`config.mk`:
```
export PLATFORM = sky130hd
export DESIGN_NAME = minmax_normalized_channel_index_core
export DESIGN_NICKNAME = d
export VERILOG_FILES = /design/src/rtl/mnci_pkg.sv /design/src/rtl/minmax_normalized_channel_index_core.sv /design/src/rtl/mnci_ctrl.sv /design/src/rtl/mnci_dp.sv
export SDC_FILE = /design/constraint.sdc
export NUM_CORES = 2
export LEC_CHECK = 0
export BUFFER_PORTS_ARGS = -buffer_cell sky130_fd_sc_hd__buf_2
export CORE_ASPECT_RATIO = 0.9
export CORE_MARGIN = 2
export CORE_UTILIZATION = 33
export DETAILED_ROUTE_END_ITERATION = 7
export GPL_TIMING_DRIVEN = 1
export PLACE_DENSITY = 0.51
export SLEW_MARGIN = 10
export SYNTH_ARGS = -nofsm -noshare
export SYNTH_HDL_FRONTEND = slang
export SYNTH_SLANG_ARGS = --single-unit
```
`constraint.sdc`:
```
create_clock -name aclk -period 11.85 [get_ports aclk]
set_input_delay 1.185 -clock aclk [delete_from_list [all_inputs] [get_ports aclk]]
set_output_delay 1.185 -clock aclk [all_outputs]
set_load 0.1 [all_outputs]
```
`src/rtl/mnci_pkg.sv`:
```
package mnci_pkg;

    localparam int CLAMP_FLOOR = -25600;
    localparam int FOCUS_BITS  = 16;
    localparam int DIV_STEPS   = 16;
    localparam int STEP_BITS   = 4;
    localparam int LEAD_BITS   = 7;
    localparam logic [LEAD_BITS-1:0] LEAD_RESET = 7'd64;
    localparam logic [FOCUS_BITS-1:0] FOCUS_SAT = 16'hFFFF;

    typedef enum logic [2:0] {
        ST_ACC,
        ST_MUL,
        ST_SUB,
        ST_DIV,
        ST_OUT
    } state_t;

    typedef struct packed {
        logic acc;
        logic mul;
        logic sub;
        logic div_step;
        logic load;
    } cmd_t;

    typedef struct packed {
        logic last;
        logic out_full;
    } sts_t;

endpackage

```
`src/rtl/minmax_normalized_channel_index_core.sv`:
```
// Min-max normalized channel index. Each item is one lead sample (signed Q15.8), clamped
// from below at -100.0; lead_count leads (clamped to 2..MAX_LEADS) form a case, and a
// new lead_count takes effect from the next item. One sample is taken per cycle
// during a case, but the last lead waits while the output register is full. After the
// last lead, the input stalls while the datapath runs a multiply step, a subtract step, a
// 16-step restoring divider (one quotient bit per cycle) and an output load. The result
// sits in an output register; the next case is accepted up to its
// last lead while that result waits. focus_index is (n*max - sum) / ((max - min)*(n - 1))
// as Q0.16, truncated, saturating at 65535; it is 0 when all leads sit at the floor,
// and 0 with the flat flag in tuser when max equals min above the floor.
module minmax_normalized_channel_index_core #(
    parameter int MAX_LEADS   = 64,
    parameter int SAMPLE_BITS = 24
) (
    input  logic                                   aclk,
    input  logic                                   aresetn,
    input  logic                                   cfg_valid,
    output logic                                   cfg_ready,
    input  logic [mnci_pkg::LEAD_BITS-1:0]         cfg_data,   // lead_count
    input  logic                                   s_tvalid,
    output logic                                   s_tready,
    input  logic [((SAMPLE_BITS+7)/8)*8-1:0]       s_tdata,    // sample
    output logic                                   m_tvalid,
    input  logic                                   m_tready,
    output logic [((SAMPLE_BITS+23)/8)*8-1:0]      m_tdata,    // focus_index, max_value
    output logic                                   m_tuser     // flat_case
);
    import mnci_pkg::*;

    localparam int MDW = ((SAMPLE_BITS + 23) / 8) * 8;

    cmd_t                   cmd;
    sts_t                   sts;
    logic [FOCUS_BITS-1:0]  focus_index;
    logic [SAMPLE_BITS-1:0] max_value;

    assign cfg_ready = 1'b1;

    mnci_ctrl u_ctrl (
        .aclk     (aclk),
        .aresetn  (aresetn),
        .s_tvalid (s_tvalid),
        .s_tready (s_tready),
        .sts      (sts),
        .cmd      (cmd)
    );

    mnci_dp #(
        .MAX_LEADS   (MAX_LEADS),
        .SAMPLE_BITS (SAMPLE_BITS)
    ) u_dp (
        .aclk        (aclk),
        .aresetn     (aresetn),
        .cfg_valid   (cfg_valid),
        .cfg_data    (cfg_data),
        .sample      (s_tdata[SAMPLE_BITS-1:0]),
        .m_tready    (m_tready),
        .m_tvalid    (m_tvalid),
        .focus_index (focus_index),
        .max_value   (max_value),
        .flat_case   (m_tuser),
        .cmd         (cmd),
        .sts         (sts)
    );

    assign m_tdata = MDW'({max_value, focus_index});

endmodule

```
`src/rtl/mnci_ctrl.sv`:
```
module mnci_ctrl (
    input  logic          aclk,
    input  logic          aresetn,
    input  logic          s_tvalid,
    output logic          s_tready,
    input  mnci_pkg::sts_t sts,
    output mnci_pkg::cmd_t cmd
);
    import mnci_pkg::*;

    state_t                state_reg, state_next;
    logic [STEP_BITS-1:0]  step_reg, step_next;

    always_ff @(posedge aclk) begin
        if (!aresetn) begin
            state_reg <= ST_ACC;
            step_reg  <= '0;
        end else begin
            state_reg <= state_next;
            step_reg  <= step_next;
        end
    end

    always_comb begin
        state_next = state_reg;
        step_next  = step_reg;
        case (state_reg)
            ST_ACC: begin
                if (s_tvalid && !(sts.last && sts.out_full) && sts.last) begin
                    state_next = ST_MUL;
                end
            end
            ST_MUL: state_next = ST_SUB;
            ST_SUB: begin
                state_next = ST_DIV;
                step_next  = '0;
            end
            ST_DIV: begin
                step_next = step_reg + STEP_BITS'(1);
                if (step_reg == STEP_BITS'(DIV_STEPS - 1)) begin
                    state_next = ST_OUT;
                end
            end
            ST_OUT: state_next = ST_ACC;
            default: state_next = ST_ACC;
        endcase
    end

    always_comb begin
        s_tready     = 1'b0;
        cmd          = '0;
        case (state_reg)
            ST_ACC: begin
                s_tready = !(sts.last && sts.out_full);
                cmd.acc  = s_tvalid && !(sts.last && sts.out_full);
            end
            ST_MUL: cmd.mul = 1'b1;
            ST_SUB: cmd.sub = 1'b1;
            ST_DIV: cmd.div_step = 1'b1;
            ST_OUT: cmd.load = 1'b1;
            default: cmd = '0;
        endcase
    end

endmodule

```
`src/rtl/mnci_dp.sv`:
```
module mnci_dp #(
    parameter int MAX_LEADS   = 64,
    parameter int SAMPLE_BITS = 24
) (
    input  logic                              aclk,
    input  logic                              aresetn,
    input  logic                              cfg_valid,
    input  logic [mnci_pkg::LEAD_BITS-1:0]    cfg_data,
    input  logic [SAMPLE_BITS-1:0]            sample,
    input  logic                              m_tready,
    output logic                              m_tvalid,
    output logic [mnci_pkg::FOCUS_BITS-1:0]   focus_index,
    output logic [SAMPLE_BITS-1:0]            max_value,
    output logic                              flat_case,
    input  mnci_pkg::cmd_t                    cmd,
    output mnci_pkg::sts_t                    sts
);
    import mnci_pkg::*;

    localparam int XW  = (SAMPLE_BITS > 16) ? SAMPLE_BITS : 16;
    localparam int LCW = $clog2(MAX_LEADS + 1);
    localparam int NW  = (LCW > LEAD_BITS) ? LCW : LEAD_BITS;
    localparam int SW  = XW + LCW;
    localparam int PW  = XW + LCW + 1;
    localparam int DW  = XW + LCW + 1;
    localparam logic signed [XW-1:0] FLOOR_X = XW'(CLAMP_FLOOR);

    logic [LEAD_BITS-1:0]   lead_count_reg;

    logic signed [XW-1:0]   max_reg, min_reg;
    logic signed [SW-1:0]   sum_reg;
    logic [LCW-1:0]         cnt_reg;

    logic signed [XW-1:0]   cmax_reg, cmin_reg;
    logic signed [SW-1:0]   csum_reg;
    logic [LCW-1:0]         cn_reg;

    logic signed [PW-1:0]   prod_reg;
    logic [DW-1:0]          den_reg;
    logic                   floor_reg, flat_reg, sat_reg;
    logic [DW-1:0]          rem_reg;
    logic [FOCUS_BITS-1:0]  quo_reg;

    logic                   out_valid_reg;
    logic [FOCUS_BITS-1:0]  out_focus_reg;
    logic [SAMPLE_BITS-1:0] out_max_reg;
    logic                   out_flat_reg;

    logic signed [SAMPLE_BITS-1:0] x_raw;
    logic signed [XW-1:0]   x_cl;
    logic signed [XW-1:0]   max_new, min_new;
    logic signed [SW-1:0]   sum_new;
    logic [LCW-1:0]         cnt_new;
    logic [NW-1:0]          lc_ext, n_eff;
    logic                   last;
    logic [XW:0]            diff;
    logic signed [PW-1:0]   mul_a, mul_b;
    logic [DW-1:0]          num;
    logic [DW:0]            rem2;

    assign x_raw   = sample;
    assign x_cl    = (XW'(x_raw) < FLOOR_X) ? FLOOR_X : XW'(x_raw);
    assign min_new = (cnt_reg == '0 || x_cl < min_reg) ? x_cl : min_reg;
    assign max_new = (x_cl > max_reg) ? x_cl : max_reg;
    assign sum_new = sum_reg + SW'(x_cl);
    assign cnt_new = cnt_reg + LCW'(1);

    always_comb begin
        lc_ext = NW'(lead_count_reg);
        if (lc_ext < NW'(2)) begin
            n_eff = NW'(2);
        end else if (lc_ext > NW'(MAX_LEADS)) begin
            n_eff = NW'(MAX_LEADS);
        end else begin
            n_eff = lc_ext;
        end
    end

    assign last = (NW'(cnt_new) >= n_eff);

    assign diff  = (XW+1)'(cmax_reg) - (XW+1)'(cmin_reg);
    assign mul_a = PW'(cmax_reg);
    assign mul_b = $signed(PW'(cn_reg));
    assign num   = DW'(prod_reg - PW'(csum_reg));
    assign rem2  = {rem_reg, 1'b0};

    always_ff @(posedge aclk) begin
        if (!aresetn) begin
            lead_count_reg <= LEAD_RESET;
        end else if (cfg_valid) begin
            lead_count_reg <= cfg_data;
        end
    end

    always_ff @(posedge aclk) begin
        if (!aresetn) begin
            max_reg <= FLOOR_X;
            min_reg <= '0;
            sum_reg <= '0;
            cnt_reg <= '0;
        end else if (cmd.acc) begin
            if (last) begin
                max_reg <= FLOOR_X;
                min_reg <= '0;
                sum_reg <= '0;
                cnt_reg <= '0;
            end else begin
                max_reg <= max_new;
                min_reg <= min_new;
                sum_reg <= sum_new;
                cnt_reg <= cnt_new;
            end
        end
    end

    always_ff @(posedge aclk) begin
        if (cmd.acc && last) begin
            cmax_reg <= max_new;
            cmin_reg <= min_new;
            csum_reg <= sum_new;
            cn_reg   <= cnt_new;
        end
        if (cmd.mul) begin
            prod_reg  <= mul_a * mul_b;
            den_reg   <= DW'(diff) * DW'(cn_reg - LCW'(1));
            floor_reg <= (cmax_reg == FLOOR_X);
            flat_reg  <= (cmax_reg == cmin_reg);
        end
        if (cmd.sub) begin
            rem_reg <= num;
            sat_reg <= (num >= den_reg);
            quo_reg <= '0;
        end
        if (cmd.div_step) begin
            if (rem2 >= {1'b0, den_reg}) begin
                rem_reg <= DW'(rem2 - {1'b0, den_reg});
                quo_reg <= {quo_reg[FOCUS_BITS-2:0], 1'b1};
            end else begin
                rem_reg <= DW'(rem2);
                quo_reg <= {quo_reg[FOCUS_BITS-2:0], 1'b0};
            end
        end
    end

    always_ff @(posedge aclk) begin
        if (!aresetn) begin
            out_valid_reg <= 1'b0;
        end else if (cmd.load) begin
            out_valid_reg <= 1'b1;
        end else if (m_tready) begin
            out_valid_reg <= 1'b0;
        end
    end

    always_ff @(posedge aclk) begin
        if (cmd.load) begin
            out_max_reg  <= cmax_reg[SAMPLE_BITS-1:0];
            out_flat_reg <= !floor_reg && flat_reg;
            if (floor_reg || flat_reg) begin
                out_focus_reg <= '0;
            end else if (sat_reg) begin
                out_focus_reg <= FOCUS_SAT;
            end else begin
                out_focus_reg <= quo_reg;
            end
        end
    end

    assign sts.last     = last;
    assign sts.out_full = out_valid_reg;
    assign m_tvalid     = out_valid_reg;
    assign focus_index  = out_focus_reg;
    assign max_value    = out_max_reg;
    assign flat_case    = out_flat_reg;

endmodule
```
Yosys cells after proc, flatten, opt, wreduce, memory -nomap -nowiden --
Cells that the tools add are included.
Operators by class: reduce and logical (&&, ||, !) cells 15, mux-type cells 28, equal/unequal tests 9, $lt $le $gt $ge 8, $mul 2, $add $sub $neg 7
Operator list (number):
- $mux 24 | 5
- $mux 32 | 3
- $mux 16 | 3
- $ge 33x32->1 | 1
- $ge 32x32->1 | 1
- $mul 24x8->32 | 1
- $mul 25x32->32 | 1
- $sub 32x31->32 | 1
- $sub 32x32->32 | 1
- $add 31x24->31 | 1
- $mux 31 | 1
- $sub 24x24->25 | 1
- $eq 24x16->1 const B | 1
- $eq 24x24->1 | 1
- $gt 24x24->1 | 1
- $lt 24x16->1 const B | 1
- $lt 24x24->1 | 1
- $mux 7 | 3
- $pmux 3 s4 | 1
- $mux 1 | 9
- $pmux 4 s2 | 1
- $sub 7x1->8 const B | 1
- $add 7x1->7 const B | 1
- $ge 7x7->1 | 1
- 16 further kinds | 27
Storage, ports and cells: output and inout bits 44, register bits after elaboration 343, logic and storage cells 91, input port bits 36

Longest topological paths before layout --
word-level depth 10, depth in mapped cells 37, depth with buffers taken out 37

By module --
Synthesis repeated with hierarchy kept, for this count alone.
Second synthesis, totals: cell total of the unflattened synthesis 3686, area total of the unflattened synthesis 33688.6 µm²
Modules (own cells, without submodules):
- mnci_dp | area each 33320.7 µm², cells an instance 3643, times used 1, sequential area each 9148.8 µm²
- mnci_ctrl | area each 356.6 µm², cells an instance 41, times used 1, sequential area each 140.1 µm²
- minmax_normalized_channel_index_core | area each 11.3 µm², cells an instance 2, times used 1, sequential area each 0.0 µm²

Least setup slack after synthesis --
No wires, ideal clock.
path kind register to register, start register u_dp.cmax_reg[6], end register u_dp.den_reg[31] (data pin), data required time 11.582 ns, stages on the path, launching flop included 29, setup time 0.268 ns, slack 3.244 ns, period minus slack after synthesis 8.606 ns, buffers on the path 0, arrival time 8.338 ns, path through edfxtp_1 ha_1 or3_1 and3b_1 nor2_1 and2_1 o21a_1 nor2_1 xor2_1 nor2_1 fa_1 inv_1 fa_1 fa_1 inv_1 fa_1 fa_1 fa_1 inv_1 fa_1 inv_1 ha_1 nand4_1 o21a_1 o31ai_1 a21o_1 a21oi_1 o21ai_0 xnor3_1
On the way: word-level cells in the longest chain between the ends 2
Ends and longest elaborated chain:
- start, declared | line mnci_dp.sv:34 | logic signed [XW-1:0] cmax_reg, cmin_reg;
- start signal, assigned | line mnci_dp.sv:118 | cmax_reg <= max_new;
- $sub 24x24->25 | line mnci_dp.sv:81 | assign diff = (XW+1)'(cmax_reg) - (XW+1)'(cmin_reg);
- $mul 25x32->32 | line mnci_dp.sv:125 | den_reg <= DW'(diff) * DW'(cn_reg - LCW'(1));
- end signal, assigned | line mnci_dp.sv:125
- end, declared | line mnci_dp.sv:39 | logic [DW-1:0] den_reg;
No other way between the ends. A chain may end at the register's enable or synchronous reset.

Worst setup path after layout --
start register u_dp.cmax_reg[0], end register u_dp.den_reg[31] (data pin)
Same word-level chain as after synthesis.

==> results_dict.tcl <==
set metrics [dict create \
    max_stage_delay_ps 710 \
    p_per_area_nw_per_um2 224.2 \
    status "completed" \
    post_cts_buffers 0 \
    overflow 0 \
    netlist_top_cells_area "fa_1 (22%), edfxtp_1 (20%), ha_1 (13%)" \
    clk_path_buf_depth 3 \
    pre_cts_ws_ps 2247 \
    period_needed_ps 9638 \
    peakVddDrop_uv 181.8 \
    area_growth_pct 10.83 \
    tightestPinTransition_ps 1096 \
    grt_pass1_vias 26145 \
    synth_cell_type_count 84 \
    drive_gt1_share_pct 6.636 \
    routed_wl_mm 102.6 \
    seq_area_frac_synth_pct 25.83 \
    slew_headroom_pct 26.95 \
    gp_congestion 0.8688 \
    fillers 11020 \
    wire_per_inst_um 19.27 \
    synth-edff-count 242 \
    syn_inst 3750 \
    cts-root-buf "clkbuf_16" \
    row_count 114 \
    postCtsHoldBufs 0 \
    grt_busiest_layer "met2" \
    async_reset_ff_share_pct 0 \
    die_y_um 317.2 \
    worstReg2RegStart "u_dp.cmax_reg[0]$_DFFE_PP_" \
    r2r_slack_ps 2210 \
    coreArea_um2 107700 \
    critical-path-slowest-cell "fa_1" \
    synth.most_common_cell "inv_1" \
    finalSetupTns_ps 0 \
    finalSetupViolCount 0 \
    grtUsageMet3_pct 2.307 \
    hold_viol 0 \
    syn_avg_cell_area_um2 9.590 \
    ys_top_cells_by_count "inv_1 (662), fa_1 (389), ha_1 (371)" \
    rsz0062_at_grt "false" \
    htreeDepth 2 \
    arrival_ps 9950 \
    critPathKind "reg -> reg" \
    ant_nets 0 \
    max_freq_ghz 0.1038 \
    die-area_um2 111600 \
    synth_top_area_share_pct 21.65 \
    hp-start "u_dp.sum_reg[27]$_SDFFE_PN0P_" \
    ys.flop_type "edfxtp_1" \
    critPathCaptureType "flop" \
    cts_resized 0 \
    worst_slack_ps 2212 \
    fin_util_pct 37.01 \
    cts.clk_slew.worst_paths_ps 60 \
    dr.first_iter.drc_count 1834 \
    dp_hpwl_mm 82.05 \
    cts.sinks 343 \
    hold_class "reg -> reg" \
    critPathMaxFanout 9 \
    grt_pass1_wl_mm 159.1 \
    vias 25977 \
    die_x_um 352.0 \
    yosysTopAreaCell "fa_1" \
    grt_use_met2_pct 29.64 \
    synth_area_um2 35960 \
    crit_start "u_dp.cmax_reg[0]$_DFFE_PP_" \
    report.power.total_mw 8.937 \
    drc_errors 0 \
    syn-num-nets 4546 \
    nets 4632 \
    crit_top_cell "fa_1" \
    startpoint_type "flop" \
    track_usage_pct 18.43 \
    portBuffers 78 \
    required_ps 12170 \
    routed_via_density 4.878 \
    antenna_found_initial 1 \
    cts_tree "yes" \
    initial_core_util_pct 33.39 \
    grt_max_degree 71 \
    met1_usage_pct 26.19 \
    cts-buffers-inserted 46 \
    yosys_warnings 0 \
    ys_seq_elements 343 \
    fin_crit_sh_pct 81.34 \
    finalClockSkew_ps 38.19 \
    dr.pass1.iters 5 \
    num_io_pins 80 \
    maxCapViolCount 0 \
    clock_latency_ps 600 \
    slew_violations 0 \
    p_leak_nw 18.44 \
]
-- final timing paths --
path | end | cells past startpoint
setup / recovery | u_dp.den_reg[31]$_DFFE_PP_ | 28
hold reg to reg | u_dp.sum_reg[27]$_SDFFE_PN0P_ | 2
setup reg to reg | u_dp.den_reg[31]$_DFFE_PP_ | 28
hold / removal | u_dp.sum_reg[27]$_SDFFE_PN0P_ | 2
-- through the flow --
stage               cells  cell area [µm²]  hold slack [ps]
global placement     5238            38260            452.0
detailed placement   5238            38260            452.1
finish               5325            39860            466.6
floorplan            3750            35960            436.2
CTS                  5323            39850            468.6
global route         5323            39850            484.9
-- placed cells by master (no fill, tap or decap), types with 29 or more instances in the layout --
cell type / n
inv_1: 661
fa_1: 389
ha_1: 371
nor2_1: 314
edfxtp_1: 242
nand2_1: 223
a21oi_1: 192
and2_1: 137
xnor2_1: 123
o21ai_0: 120
dfxtp_1: 101
a21o_1: 92
buf_2: 78
xor2_1: 63
nand2b_1: 62
o21a_1: 57
buf_4: 54
clkbuf_16: 46
nor2b_1: 41
a22oi_1: 41
a22o_1: 38
nand3_1: 35
nor3_1: 32
and3_1: 29
-- report_power, final --
part	internal (mW)	switching (mW)
Sequential	1.64	0.0717
Combinational	2.31	3.42
Clock	0.890	0.595
Total	4.85	4.09
-- kinds of logic (layout without fill, tap and decap cells) --
| group | Yosys count | after routing | share of synthesized area (%) |
|---|---|---|---|
| AND/OR/NAND/NOR | 963 | 963 | 12.99 |
| adder cells (fa/ha/maj) | 760 | 760 | 34.56 |
| buffers and inverters | 758 | 881 | 7.936 |
| AO/OA/AOI/OAI | 700 | 700 | 12.86 |
| flip-flops | 343 | 343 | 25.83 |
| XOR/XNOR | 190 | 190 | 4.759 |
| multiplexers | 35 | 35 | 1.054 |
| other | 1 | 3 | 0.01043 |
-- worst max-delay path, delay by kind of cell, from the launching register on --
kind	cells	cell delay, ps
buf+inv	5	700
simple gates	3	440
compound gates	8	1960
fa+ha+maj	10	4960
flops	1	510
xor+xnor	2	790
-- area by class of cell --
class                   count  area (µm²)  area share, %
inverters                 664        2492          6.253
diodes                      2       5.005        0.01256
clock buffers              49        1162          2.916
well taps                1450        1814          4.552
multi-input cells        2649       23870          59.89
clock inverters            36       429.2          1.077
repair buffers            132       795.8          1.996
flip-flops and latches    343        9289          23.30
-- metal layers --
layer / up-vias / routed length [µm]
met4: 0 / 2635
met2: 533 / 45780
met5: - / 0
li1: 12617 / -
met3: 91 / 4315
met1: 12736 / 49860
Note: power is estimated with default switching activity, not from simulation.
